<file path="src/hdl/sxq_pkg.sv">
// Shared types, protocol constants and the identity string ROM for the
// system-exclusive device query responder. No dependencies.
`default_nettype none

package sxq_pkg;

    // Configuration register indexes
    localparam logic CFG_OWN_ID  = 1'b0;
    localparam logic CFG_BOOT_ID = 1'b1;

    // Reset values of the configuration registers
    localparam logic [7:0] OWN_ID_RESET  = 8'd50;
    localparam logic [7:0] BOOT_ID_RESET = 8'd64;

    // Fixed message header F0 00 00 7E and frame bytes
    localparam logic [7:0] SYX_START  = 8'hF0;
    localparam logic [7:0] HDR_BYTE1  = 8'h00;
    localparam logic [7:0] HDR_BYTE2  = 8'h00;
    localparam logic [7:0] HDR_BYTE3  = 8'h7E;
    localparam logic [7:0] SYX_END    = 8'hF7;
    localparam logic [7:0] RESP_CODE  = 8'h0F;

    // Commands that ask for an identity response
    localparam logic [7:0] CMD_QUERY     = 8'h00;
    localparam logic [7:0] CMD_QUERY_ALT = 8'h01;

    // Query type codes
    localparam logic [7:0] QRY_BOARD   = 8'h02;
    localparam logic [7:0] QRY_CORE    = 8'h03;
    localparam logic [7:0] QRY_CHIP    = 8'h04;
    localparam logic [7:0] QRY_SERIAL  = 8'h05;
    localparam logic [7:0] QRY_FLASH   = 8'h06;
    localparam logic [7:0] QRY_RAM     = 8'h07;
    localparam logic [7:0] QRY_VERSION = 8'h09;

    // Byte positions within an incoming message
    localparam int          POS_W      = 4;
    localparam logic [3:0]  POS_PROTO  = 4'd4;
    localparam logic [3:0]  POS_INST   = 4'd5;
    localparam logic [3:0]  POS_CMD    = 4'd6;
    localparam logic [3:0]  POS_QUERY  = 4'd7;
    localparam logic [3:0]  POS_MAX    = 4'd15;

    // Item index within one result group (verdict plus up to 21 frame bytes)
    localparam int FRAME_IDX_W = 5;
    localparam int STR_LEN_W   = 4;
    localparam int STR_BITS    = 104;

    typedef enum logic [2:0] {
        STR_NAME,
        STR_BOARD,
        STR_CORE,
        STR_CHIP,
        STR_SERIAL,
        STR_FLASH,
        STR_RAM,
        STR_VERSION
    } str_sel_t;

    // One finished message, handed from front to back
    typedef struct packed {
        logic       handled;
        logic       respond;
        logic [7:0] instance_byte;
        str_sel_t   str_sel;
        logic [3:0] cable;
    } job_t;

    // One result beat
    typedef struct packed {
        logic       item_kind;
        logic       handled;
        logic [7:0] frame_byte;
        logic [3:0] out_cable;
        logic       last;
    } out_item_t;

    function automatic logic [STR_LEN_W-1:0] str_len(input str_sel_t sel);
        logic [STR_LEN_W-1:0] len;
        case (sel)
            STR_BOARD:   len = 4'd13;
            STR_CORE:    len = 4'd7;
            STR_CHIP:    len = 4'd8;
            STR_SERIAL:  len = 4'd6;
            STR_FLASH:   len = 4'd7;
            STR_RAM:     len = 4'd6;
            STR_VERSION: len = 4'd5;
            default:     len = 4'd8;
        endcase
        return len;
    endfunction

    // Strings are right-aligned: the first character sits highest
    function automatic logic [STR_BITS-1:0] str_text(input str_sel_t sel);
        logic [STR_BITS-1:0] text;
        case (sel)
            STR_BOARD:   text = STR_BITS'("GENERIC-BOARD");
            STR_CORE:    text = STR_BITS'("CORE-A1");
            STR_CHIP:    text = STR_BITS'("00000000");
            STR_SERIAL:  text = STR_BITS'("000001");
            STR_FLASH:   text = STR_BITS'("1048576");
            STR_RAM:     text = STR_BITS'("131072");
            STR_VERSION: text = STR_BITS'("1.0.0");
            default:     text = STR_BITS'("SXDEVICE");
        endcase
        return text;
    endfunction

    function automatic logic [7:0] str_char(input str_sel_t sel,
                                            input logic [STR_LEN_W-1:0] pos);
        logic [STR_BITS-1:0]  text;
        logic [STR_LEN_W-1:0] len;
        logic [STR_LEN_W-1:0] rev;
        text = str_text(sel);
        len  = str_len(sel);
        rev  = len - 4'd1 - pos;
        if (pos >= len) begin
            return 8'h00;
        end
        return text[{rev, 3'b000} +: 8];
    endfunction

endpackage

`default_nettype wire

</file>
<file path="src/hdl/sysex_device_query_responder.sv">
// System-exclusive device query responder, top level: configuration
// registers, front end, job queue, back end and result queue. Uses sxq_pkg.
//
// Takes one message byte per cycle and never stalls between messages while
// the job queue (JOB_DEPTH entries) has room; every byte waits while it is
// full, though only the last byte of a message takes a job slot. Each finished
// message yields a verdict beat and, for an identity query to the own id, a
// response frame of 13 to 21 bytes. The back end emits one beat per cycle into
// the result queue (OUT_DEPTH entries) while that queue has room, so a message
// yields one beat without a response and 14 to 22 beats with one; that single
// beat-per-cycle back end sets the sustained rate when responses follow each
// other closely. The first beat of a message passes through the job queue and then the result queue.
`default_nettype none

module sysex_device_query_responder
    import sxq_pkg::*;
#(
    parameter int JOB_DEPTH = 4,
    parameter int OUT_DEPTH = 2
) (
    input  wire logic       clk,
    input  wire logic       rst_n,
    input  wire logic       cfg_write,
    input  wire logic       cfg_index,
    input  wire logic [7:0] cfg_data,
    input  wire logic       push,
    output logic            full,
    input  wire logic [7:0] data_byte,
    input  wire logic       end_of_message,
    input  wire logic [3:0] cable,
    output logic            empty,
    input  wire logic       pop,
    output logic            item_kind,
    output logic            handled,
    output logic [7:0]      frame_byte,
    output logic [3:0]      out_cable,
    output logic            last
);

    logic [7:0] own_id_reg, boot_id_reg;
    logic       job_push, job_pop, job_full, job_empty;
    job_t       job_in, job_head;
    logic       out_push, out_full;
    out_item_t  item_in, item_head;

    logic [$bits(job_t)-1:0]      job_head_bits;
    logic [$bits(out_item_t)-1:0] item_head_bits;

    // Configuration registers
    always_ff @(posedge clk or negedge rst_n)
    begin
        if (!rst_n)
        begin
            own_id_reg  <= OWN_ID_RESET;
            boot_id_reg <= BOOT_ID_RESET;
        end
        else if (cfg_write)
        begin
            case (cfg_index)
                CFG_OWN_ID:  own_id_reg  <= cfg_data;
                CFG_BOOT_ID: boot_id_reg <= cfg_data;
                default:     ;
            endcase
        end
    end

    assign full = job_full;

    sxq_front u_front (
        .clk            (clk),
        .rst_n          (rst_n),
        .own_id         (own_id_reg),
        .boot_id        (boot_id_reg),
        .push           (push),
        .data_byte      (data_byte),
        .end_of_message (end_of_message),
        .cable          (cable),
        .job_full       (job_full),
        .job_push       (job_push),
        .job            (job_in)
    );

    sxq_fifo #(
        .WIDTH ($bits(job_t)),
        .DEPTH (JOB_DEPTH)
    ) u_job_q (
        .clk       (clk),
        .rst_n     (rst_n),
        .push      (job_push),
        .push_data (job_in),
        .full      (job_full),
        .pop       (job_pop),
        .pop_data  (job_head_bits),
        .empty     (job_empty)
    );

    assign job_head = job_t'(job_head_bits);

    sxq_back u_back (
        .clk       (clk),
        .rst_n     (rst_n),
        .own_id    (own_id_reg),
        .job_valid (!job_empty),
        .job       (job_head),
        .job_pop   (job_pop),
        .out_full  (out_full),
        .out_push  (out_push),
        .out_item  (item_in)
    );

    sxq_fifo #(
        .WIDTH ($bits(out_item_t)),
        .DEPTH (OUT_DEPTH)
    ) u_out_q (
        .clk       (clk),
        .rst_n     (rst_n),
        .push      (out_push),
        .push_data (item_in),
        .full      (out_full),
        .pop       (pop),
        .pop_data  (item_head_bits),
        .empty     (empty)
    );

    // Result ports
    assign item_head  = out_item_t'(item_head_bits);
    assign item_kind  = item_head.item_kind;
    assign handled    = item_head.handled;
    assign frame_byte = item_head.frame_byte;
    assign out_cable  = item_head.out_cable;
    assign last       = item_head.last;

endmodule

`default_nettype wire

</file>
<file path="src/hdl/sxq_fifo.sv">
// Small register-based queue, generic in width and depth (depth >= 2).
// Standalone; used for the job queue and the result queue.
`default_nettype none

module sxq_fifo #(
    parameter int WIDTH = 8,
    parameter int DEPTH = 2
) (
    input  wire logic             clk,
    input  wire logic             rst_n,
    input  wire logic             push,
    input  wire logic [WIDTH-1:0] push_data,
    output logic                  full,
    input  wire logic             pop,
    output logic      [WIDTH-1:0] pop_data,
    output logic                  empty
);

    localparam int PTR_W = (DEPTH > 1) ? $clog2(DEPTH) : 1;
    localparam int CNT_W = $clog2(DEPTH + 1);

    logic [WIDTH-1:0] mem_reg [DEPTH];
    logic [PTR_W-1:0] wr_ptr_reg, wr_ptr_next;
    logic [PTR_W-1:0] rd_ptr_reg, rd_ptr_next;
    logic [CNT_W-1:0] count_reg, count_next;
    logic             do_push, do_pop;

    assign full     = (count_reg == CNT_W'(DEPTH));
    assign empty    = (count_reg == '0);
    assign do_push  = push && !full;
    assign do_pop   = pop && !empty;
    assign pop_data = mem_reg[rd_ptr_reg];

    // Pointer and fill-level update
    always_comb
    begin
        wr_ptr_next = wr_ptr_reg;
        rd_ptr_next = rd_ptr_reg;
        count_next  = count_reg;
        if (do_push)
        begin
            wr_ptr_next = (wr_ptr_reg == PTR_W'(DEPTH - 1)) ? '0 : wr_ptr_reg + 1'b1;
        end
        if (do_pop)
        begin
            rd_ptr_next = (rd_ptr_reg == PTR_W'(DEPTH - 1)) ? '0 : rd_ptr_reg + 1'b1;
        end
        if (do_push && !do_pop)
        begin
            count_next = count_reg + 1'b1;
        end
        else if (do_pop && !do_push)
        begin
            count_next = count_reg - 1'b1;
        end
    end

    always_ff @(posedge clk or negedge rst_n)
    begin
        if (!rst_n)
        begin
            wr_ptr_reg <= '0;
            rd_ptr_reg <= '0;
            count_reg  <= '0;
        end
        else
        begin
            wr_ptr_reg <= wr_ptr_next;
            rd_ptr_reg <= rd_ptr_next;
            count_reg  <= count_next;
        end
    end

    // Storage, no reset
    always_ff @(posedge clk)
    begin
        if (do_push)
        begin
            mem_reg[wr_ptr_reg] <= push_data;
        end
    end

endmodule

`default_nettype wire

</file>
<file path="src/hdl/sxq_front.sv">
// Front end: tracks byte position, checks the header, captures id fields
// and classifies each finished message into a job. Uses sxq_pkg.
`default_nettype none

module sxq_front
    import sxq_pkg::*;
(
    input  wire logic       clk,
    input  wire logic       rst_n,
    input  wire logic [7:0] own_id,
    input  wire logic [7:0] boot_id,
    input  wire logic       push,
    input  wire logic [7:0] data_byte,
    input  wire logic       end_of_message,
    input  wire logic [3:0] cable,
    input  wire logic       job_full,
    output logic            job_push,
    output job_t            job
);

    logic [POS_W-1:0] pos_reg, pos_next;
    logic             hdr_ok_reg, hdr_ok_next;
    logic [7:0]       proto_reg, proto_next;
    logic [7:0]       inst_reg, inst_next;
    logic [7:0]       cmd_reg, cmd_next;
    logic [7:0]       query_reg, query_next;
    logic             accept;
    logic [7:0]       hdr_expect;
    logic             long_enough, is_own, is_boot, is_query;

    assign accept   = push && !job_full;
    assign job_push = accept && end_of_message;

    // Expected header byte at this position
    always_comb
    begin
        case (pos_reg[1:0])
            2'd0:    hdr_expect = SYX_START;
            2'd1:    hdr_expect = HDR_BYTE1;
            2'd2:    hdr_expect = HDR_BYTE2;
            default: hdr_expect = HDR_BYTE3;
        endcase
    end

    // Message state update for the current beat
    always_comb
    begin
        pos_next    = pos_reg;
        hdr_ok_next = hdr_ok_reg;
        proto_next  = proto_reg;
        inst_next   = inst_reg;
        cmd_next    = cmd_reg;
        query_next  = query_reg;
        if (accept)
        begin
            if (pos_reg < POS_PROTO)
            begin
                if (data_byte != hdr_expect)
                begin
                    hdr_ok_next = 1'b0;
                end
            end
            else
            begin
                case (pos_reg)
                    POS_PROTO: proto_next = data_byte;
                    POS_INST:  inst_next  = data_byte;
                    POS_CMD:   cmd_next   = data_byte;
                    POS_QUERY: query_next = data_byte;
                    default:   ;
                endcase
            end
            if (pos_reg != POS_MAX)
            begin
                pos_next = pos_reg + 1'b1;
            end
        end
    end

    // Classification on the last byte
    assign long_enough = (pos_reg >= POS_QUERY);
    assign is_own      = (proto_next == own_id);
    assign is_boot     = (proto_next == boot_id);
    assign is_query    = (cmd_next == CMD_QUERY) || (cmd_next == CMD_QUERY_ALT);

    always_comb
    begin
        job.handled       = long_enough && hdr_ok_next && (is_own || is_boot);
        job.respond       = job.handled && !is_boot && is_own && is_query;
        job.instance_byte = inst_next;
        job.cable         = cable;
        case (query_next)
            QRY_BOARD:   job.str_sel = STR_BOARD;
            QRY_CORE:    job.str_sel = STR_CORE;
            QRY_CHIP:    job.str_sel = STR_CHIP;
            QRY_SERIAL:  job.str_sel = STR_SERIAL;
            QRY_FLASH:   job.str_sel = STR_FLASH;
            QRY_RAM:     job.str_sel = STR_RAM;
            QRY_VERSION: job.str_sel = STR_VERSION;
            default:     job.str_sel = STR_NAME;
        endcase
    end

    always_ff @(posedge clk or negedge rst_n)
    begin
        if (!rst_n)
        begin
            pos_reg    <= '0;
            hdr_ok_reg <= 1'b1;
            proto_reg  <= '0;
            inst_reg   <= '0;
            cmd_reg    <= '0;
            query_reg  <= '0;
        end
        else if (job_push)
        begin
            // Message done: start clean for the next one
            pos_reg    <= '0;
            hdr_ok_reg <= 1'b1;
            proto_reg  <= '0;
            inst_reg   <= '0;
            cmd_reg    <= '0;
            query_reg  <= '0;
        end
        else
        begin
            pos_reg    <= pos_next;
            hdr_ok_reg <= hdr_ok_next;
            proto_reg  <= proto_next;
            inst_reg   <= inst_next;
            cmd_reg    <= cmd_next;
            query_reg  <= query_next;
        end
    end

endmodule

`default_nettype wire

</file>
<file path="src/hdl/sxq_back.sv">
// Back end: takes one job at a time and emits the verdict beat followed, for a
// job that responds, by the response frame, one beat per cycle while the result queue has room. Uses sxq_pkg.
`default_nettype none

module sxq_back
    import sxq_pkg::*;
(
    input  wire logic       clk,
    input  wire logic       rst_n,
    input  wire logic [7:0] own_id,
    input  wire logic       job_valid,
    input  wire job_t       job,
    output logic            job_pop,
    input  wire logic       out_full,
    output logic            out_push,
    output out_item_t       out_item
);

    // Beat positions within one result group
    localparam logic [FRAME_IDX_W-1:0] IDX_VERDICT = 5'd0;
    localparam logic [FRAME_IDX_W-1:0] IDX_START   = 5'd1;
    localparam logic [FRAME_IDX_W-1:0] IDX_HDR1    = 5'd2;
    localparam logic [FRAME_IDX_W-1:0] IDX_HDR2    = 5'd3;
    localparam logic [FRAME_IDX_W-1:0] IDX_HDR3    = 5'd4;
    localparam logic [FRAME_IDX_W-1:0] IDX_ID      = 5'd5;
    localparam logic [FRAME_IDX_W-1:0] IDX_INST    = 5'd6;
    localparam logic [FRAME_IDX_W-1:0] IDX_RESP    = 5'd7;
    localparam logic [FRAME_IDX_W-1:0] IDX_STR     = 5'd8;

    logic [FRAME_IDX_W-1:0] idx_reg, idx_next;
    logic [FRAME_IDX_W-1:0] frame_end;
    logic [STR_LEN_W-1:0]   str_pos;
    logic                   go, last_beat;

    assign go        = job_valid && !out_full;
    assign frame_end = IDX_STR + FRAME_IDX_W'(str_len(job.str_sel));
    assign last_beat = job.respond ? (idx_reg == frame_end) : 1'b1;
    assign str_pos   = STR_LEN_W'(idx_reg - IDX_STR);
    assign out_push  = go;
    assign job_pop   = go && last_beat;

    // Beat index within the current job
    always_comb
    begin
        idx_next = idx_reg;
        if (go)
        begin
            idx_next = last_beat ? IDX_VERDICT : idx_reg + 1'b1;
        end
    end

    // Beat contents
    always_comb
    begin
        out_item.item_kind = (idx_reg != IDX_VERDICT);
        out_item.handled   = job.handled;
        out_item.out_cable = job.cable;
        out_item.last      = last_beat;
        case (idx_reg)
            IDX_VERDICT: out_item.frame_byte = 8'h00;
            IDX_START:   out_item.frame_byte = SYX_START;
            IDX_HDR1:    out_item.frame_byte = HDR_BYTE1;
            IDX_HDR2:    out_item.frame_byte = HDR_BYTE2;
            IDX_HDR3:    out_item.frame_byte = HDR_BYTE3;
            IDX_ID:      out_item.frame_byte = own_id;
            IDX_INST:    out_item.frame_byte = job.instance_byte;
            IDX_RESP:    out_item.frame_byte = RESP_CODE;
            default:
            begin
                if (idx_reg == frame_end)
                begin
                    out_item.frame_byte = SYX_END;
                end
                else
                begin
                    out_item.frame_byte = str_char(job.str_sel, str_pos);
                end
            end
        endcase
    end

    always_ff @(posedge clk or negedge rst_n)
    begin
        if (!rst_n)
        begin
            idx_reg <= IDX_VERDICT;
        end
        else
        begin
            idx_reg <= idx_next;
        end
    end

endmodule

`default_nettype wire

</file>
<file path="config.mk">
export PLATFORM = sky130hd
export DESIGN_NAME = sysex_device_query_responder
export DESIGN_NICKNAME = d
export VERILOG_FILES = /design/src/hdl/sxq_pkg.sv /design/src/hdl/sysex_device_query_responder.sv /design/src/hdl/sxq_fifo.sv /design/src/hdl/sxq_front.sv /design/src/hdl/sxq_back.sv
export SDC_FILE = /design/constraint.sdc
export NUM_CORES = 1
export LEC_CHECK = 0
export ABC_AREA = 1
export BUFFER_PORTS_ARGS = -buffer_cell sky130_fd_sc_hd__buf_2
export CAP_MARGIN = 20
export CELL_PAD_IN_SITES_DETAIL_PLACEMENT = 1
export CELL_PAD_IN_SITES_GLOBAL_PLACEMENT = 1
export CORE_AREA = 4 4 135 150
export DETAILED_ROUTE_END_ITERATION = 7
export DIE_AREA = 0 0 139 154
export PLACE_DENSITY_LB_ADDON = 0.08
export SLEW_MARGIN = 30
export SYNTH_ARGS = -nofsm -noshare
export SYNTH_HDL_FRONTEND = slang
export SYNTH_SLANG_ARGS = --single-unit
</file>
<file path="constraint.sdc">
create_clock -name clk -period 3.57 [get_ports clk]
set_clock_uncertainty 0.1 [all_clocks]
set_input_delay 0.714 -clock clk [delete_from_list [all_inputs] [get_ports clk]]
set_output_delay 0.714 -clock clk [all_outputs]
set_load 0.005 [all_outputs]
</file>
==> out/qor.yml, run 1 <==
status: "finished, final reports clean"
whs_ns: 0.2163
fp.dieW_um: 139
syn_nets: 1051
pwr-share-comb: 0.526
viasPerCell: 5.282
grt_overflow: 0
avgSynthCellArea_um2: 8.651
start_util: 0.4598
finalNetCount: 1111
r2r-start: "u_job_q.rd_ptr_reg[0]"
cts_tree: "done"
totalWireLength_um: 23330
hp-class: "in2async"
finalSetupViolCount: 0
place_hpwl_um: 17140
diodes: 0
cts_setup_buffers: 0
relSlewSlack: 0.5416
cts_max_level: 4
holdBufCountCts: 0
arrival_ns: 3.50
post-route-period-util: 0.9171
grt_pass1_wl_um: 38650
fin_util: 0.5254
synth_area_um2: 8660
intPower_mw: 5.389
fp.dieArea_um2: 21410
synth_cell_type_count: 46
cp-end-kind: "flop"
cts.path.max_buffers: 2
cp_slowest_cell: "dfrtp_2"
synth_enable_flop_cells: 98
rows: 53
p_clk_frac: 0.183
drt_iter0_drc: 308
switchingPower_mw: 4.616
grt_usage: 0.2262
firstDrtPassIters: 5
synthToLayoutAreaGrowth_pct: 14.26
synthFlopType: "edfxtp_1"
async_reset_ff_frac: 0.4096
io_buffers: 43
reg2reg_setup_slack_ns: 0.30
critical_path_required_ns: 3.79
post_cts_resized: 0
total_power_mw: 10.00
max-cap-violations: 0
route.detailed.drc: 0
grt_pass1_vias: 7513
hold_viol_final: 0
ant_nets: 0
setup_tns_ns: 0
cpPeakStageDelay_ns: 0.45
fmax_ghz: 0.3054
crit_path_max_fanout: 8
die_h_um: 154
clock_latency_ns: 0.43
drive_gt1_frac: 0.1406
power_frac_seq: 0.291
cts_made_buffers: 17
design.core.area_um2: 18830
finalCriticalPeriod_ns: 3.274
power.share.switching: 0.4614
rr_endpoint: "u_job_q.count_reg[1]"
synthCells: 1001
cts_sinks: 166
grt_max_degree: 69
ys_ff_latch: 166
p_leak_nw: 4.556
ys_seq_area_frac: 0.5371
vdd_drop_max_mv: 0.7601
wl_per_cell_um: 17.66
path_delay_family: "simple AND/OR/NAND/NOR gates"
pwr_density_cell_nw_per_um2: 1011
crit_buf_inv: 3
num-fill-cells: 2271
ff2ff_path_depth: 17
path_clk_slew_ns: 0.08
vias: 6978
crit_path_start_kind: "flop"
worstMarginPinSlew_ns: 0.6823
ios: 44
rsz0062_at_grt: "no"
gp_congestion: 0.8978
yosysWarnings: 0
cts_root_buf: "clkbuf_16"
largest_register_ffs: 68
antenna_found_initial: 0
worstPathCellList: "buf_4, nand2_1, nand3_2, nand2_4, buf_4, nand2_4, ha_1, nand2_1, nor2_1, nand3_2, nand2_2, nand2_2, ha_1, inv_1, fa_1, nor2_1, a21oi_1"
final_max_slew_viol_count: 0
criticalPathCategory: "reg2reg"
power by group through the flow:
stage / clock (mW) / sequential (mW) / combinational (mW)
finish: 1.83 / 2.91 / 5.26
global route: 1.96 / 2.97 / 5.97
CTS: 1.87 / 2.91 / 5.24
detailed placement: 0 / 2.95 / 5.20
global placement: 0 / 2.92 / 5.13
floorplan: 0 / 2.87 / 3.58
how the worst max path moves through the flow:
stage | from | to | slack (ns) | cells after the start
6_report | u_job_q.rd_ptr_reg[0] | u_job_q.count_reg[1] | 0.30 | 17
5_1_grt | u_job_q.rd_ptr_reg[0] | u_job_q.count_reg[2] | 0.01 | 20
4_1_cts | u_job_q.rd_ptr_reg[0] | u_job_q.count_reg[2] | 0.04 | 20
3_5_place_dp | u_job_q.rd_ptr_reg[0] | u_job_q.count_reg[2] | 0.07 | 20
3_3_place_gp | u_job_q.rd_ptr_reg[0] | u_job_q.count_reg[2] | 0.18 | 18
2_1_floorplan | u_job_q.rd_ptr_reg[0] | u_out_q.mem_reg[0][7] | 0.41 | 18
metal layers:
| metal | part of all wire | global-route usage | vias up |
|---|---|---|---|
| met5 | 0 | 0 | - |
| met4 | 0.033 | 0.08993 | 0 |
| met3 | 0.029 | 0.03795 | 49 |
| met2 | 0.53 | 0.4112 | 131 |
| met1 | 0.41 | 0.2662 | 3379 |
| li1 | - | - | 3419 |
worst reg2reg max path, delay by kind of cell, from the launching register on:
family | cells | cell delay (ns)
compound gates | 1 | 0.04
simple gates | 10 | 1.14
flops | 1 | 0.45
buf+inv | 3 | 0.49
fa+ha+maj | 3 | 0.94
cell families after synthesis:
logic type	synth area share
AND/OR/NAND/NOR	0.2674
XOR/XNOR	0.01011
AO/OA/AOI/OAI	0.08554
flip-flops	0.5371
adder cells (fa/ha/maj)	0.03497
buffers and inverters	0.06487
synthesized netlist by cell type, types with 3 or more instances:
master,n,area share
nand2_1,304,0.13
edfxtp_1,98,0.34
inv_1,97,0.042
nor2_1,96,0.042
nand3_1,75,0.043
dfrtp_1,63,0.18
o21ai_0,60,0.035
a21oi_1,45,0.026
ha_1,21,0.030
clkbuf_1,16,0.0069
nand2_2,10,0.0072
nand3b_1,9,0.0078
o21ai_1,9,0.0052
nand4_1,8,0.0058
o22ai_1,8,0.0058
nor3_1,7,0.0040
inv_2,6,0.0026
nand2_4,6,0.0078
nand3_2,6,0.0069
xnor2_1,6,0.0061
dfstp_2,5,0.015
o211ai_1,5,0.0043
nor2_4,4,0.0052
xor2_1,4,0.0040
buf_2,3,0.0017
buf_4,3,0.0026
buf_6,3,0.0039
clkinv_1,3,0.0013
stage by stage:
step | setup WS (ns) | cells | instance area, µm²
floorplan | 0.4099 | 1001 | 8660
global placement | 0.1813 | 1289 | 9243
detailed placement | 0.06740 | 1289 | 9243
CTS | 0.04345 | 1321 | 9851
global route | 0.01397 | 1321 | 9894
finish | 0.2959 | 1321 | 9894
area by class of cell:
type                    count  area, µm²  area share
flip-flops and latches    166       4652      0.4702
multi-input cells         699       3477      0.3514
repair buffers             70      442.9     0.04476
clock buffers              17      425.4     0.04299
inverters                 107      405.4     0.04097
well taps                 247      309.0     0.03123
clock inverters            15      182.7     0.01846
cell usage in the layout, fill, tap and decap left out, types with 9 or more instances in the layout:
cell type  instances
nand3_1           74
buf_2             43
buf_4             25
edfxtp_1          98
nand2_2           10
o21ai_0           59
dfrtp_1           62
o21ai_1           10
clkbuf_16         17
a21oi_1           45
inv_1             97
nand2_1          303
ha_1              20
nor2_1            94
nand3b_1           9
No activity file was read; power rests on OpenSTA's default activity.
==> inputs of run 2 (changes only) <==
--- a/config.mk
+++ b/config.mk
@@ -14,6 +14,7 @@
 export DETAILED_ROUTE_END_ITERATION = 7
 export DIE_AREA = 0 0 139 154
 export PLACE_DENSITY_LB_ADDON = 0.08
+export RECOVER_POWER = 100
 export SLEW_MARGIN = 30
 export SYNTH_ARGS = -nofsm -noshare
 export SYNTH_HDL_FRONTEND = slang
==> out/qor.yml, run 2 (same netlist as run 1, synthesis figures left out) <==
max-cap-violations: 2
worstMarginPinSlew_ns: 1.864
hold_viol_final: 0
p_leak_nw: 4.473
cts_sinks: 166
rows: 53
mostFrequentLayoutCells: "nand2_1 (304), inv_1 (99), edfxtp_1 (98)"
cts_tree: "done"
design.core.area_um2: 18830
cpPeakStageDelay_ns: 0.45
cts_made_buffers: 17
crit_path_max_fanout: 8
finalCriticalPeriod_ns: 3.303
cts_root_buf: "clkbuf_16"
crit_path_start_kind: "flop"
rsz0062_at_grt: "no"
hp-class: "reg2reg"
start_util: 0.4598
setup_tns_ns: 0
antenna_found_initial: 0
clock_latency_ns: 0.43
viasPerCell: 5.294
final_common_cell: "nand2_1"
p_clk_frac: 0.184
switchingPower_mw: 4.607
holdBufCountCts: 0
vias: 6994
cts_setup_buffers: 0
grt_pass1_wl_um: 38650
place_hpwl_um: 17140
pwr_density_cell_nw_per_um2: 1016
power_frac_seq: 0.293
status: "finished, violations left"
totalWireLength_um: 23350
grt_pass1_vias: 7513
worstPathCellList: "buf_4, nand2_1, nand3_1, nand2_4, buf_4, nand2_4, ha_1, nand2_1, nor2_1, nand3_2, nand2_2, nand2_2, ha_1, inv_1, fa_1, nor2_1, a21oi_1"
cp_slowest_cell: "dfrtp_2"
path_clk_slew_ns: 0.08
vdd_drop_max_mv: 0.7584
grt_max_degree: 69
die_h_um: 154
fp.dieArea_um2: 21410
fmax_ghz: 0.3028
largest_register_ffs: 68
path_delay_family: "simple AND/OR/NAND/NOR gates"
place_inst: 1289
grt_usage: 0.2262
final_max_slew_viol_count: 102
drive_gt1_frac: 0.1173
cts_max_level: 4
cts.path.max_buffers: 2
post-route-period-util: 0.9252
fp.dieW_um: 139
relSlewSlack: -0.2425
reg2reg_setup_slack_ns: 0.27
intPower_mw: 5.337
synthToLayoutAreaGrowth_pct: 13.02
power.share.switching: 0.4633
crit_buf_inv: 3
firstDrtPassIters: 5
ant_nets: 0
cp-end-kind: "flop"
ios: 44
num-fill-cells: 2286
arrival_ns: 3.53
finalNetCount: 1111
wl_per_cell_um: 17.67
pwr-share-comb: 0.522
drt_iter0_drc: 282
criticalPathCategory: "reg2reg"
critical_path_required_ns: 3.79
diodes: 0
finalSetupViolCount: 0
violations: "capacitance limit, slew limit"
gp_congestion: 0.8978
grt_overflow: 0
io_buffers: 43
instances_no_fill: 1321
route.detailed.drc: 0
-- run 2: power by group through the flow --
stage	combinational, mW	clock (mW)	sequential [mW]
6_report	5.20	1.83	2.91
5_1_grt	5.89	1.96	2.98
4_1_cts	5.24	1.87	2.91
3_5_place_dp	5.20	0	2.95
3_3_place_gp	5.13	0	2.92
2_1_floorplan	3.58	0	2.87
-- run 2: per-stage QoR --
| step | area, µm² | setup slack, ns | utilization | hold slack, ns | total power [mW] |
|---|---|---|---|---|---|
| 2_1_floorplan | 8660 | 0.4099 | - | 0.3184 | 6.449 |
| 3_3_place_gp | 9243 | 0.1813 | 0.4908 | 0.3534 | 8.049 |
| 3_5_place_dp | 9243 | 0.06740 | 0.4908 | 0.3614 | 8.149 |
| 4_1_cts | 9851 | 0.04345 | 0.5231 | 0.2217 | 10.02 |
| 5_1_grt | 9787 | 0.01983 | 0.5197 | 0.4087 | 10.83 |
| 6_report | 9787 | 0.2670 | 0.5197 | 0.3669 | 9.944 |
-- run 2: layout make-up --
cell class | count | area (µm²) | share of cell area
multi-input cells | 699 | 3428 | 0.3503
well taps | 247 | 309.0 | 0.03158
repair buffers | 70 | 384.1 | 0.03925
clock buffers | 17 | 425.4 | 0.04347
flip-flops and latches | 166 | 4652 | 0.4753
inverters | 107 | 405.4 | 0.04142
clock inverters | 15 | 182.7 | 0.01867
-- run 2: final timing paths --
path                                       startpoint                     to  cells past startpoint
worst max-delay path            u_job_q.rd_ptr_reg[0]   u_job_q.count_reg[1]                     17
worst min-delay path               u_front.hdr_ok_reg     u_front.hdr_ok_reg                      2
worst max register to register  u_job_q.rd_ptr_reg[0]   u_job_q.count_reg[1]                     17
worst min register to register     u_front.hdr_ok_reg     u_front.hdr_ok_reg                      2
max in group asynchronous                       rst_n  u_job_q.rd_ptr_reg[0]                      2
min in group asynchronous                       rst_n   u_out_q.count_reg[0]                      2
-- run 2: layer usage --
metal | up-vias | routed length (µm) | share of wire | track usage
met5 | - | 0 | 0 | 0
met4 | 0 | 807 | 0.035 | 0.08993
met1 | 3369 | 9582 | 0.41 | 0.2662
li1 | 3420 | - | - | -
met3 | 53 | 708 | 0.030 | 0.03795
met2 | 152 | 12250 | 0.52 | 0.4112
-- run 2: repair_timing --
action | in CTS | in global routing
resized for setup | 0 | 11
endpoints found under the setup margin | 0 | 16
hold endpoints to repair | 0 | 0
-- run 2: tightest hold or removal path, cell delays in order (launching register included) --
cell and delay (ns):
dfstp_2 0.37, nand2_1 0.05, nand2_1 0.04
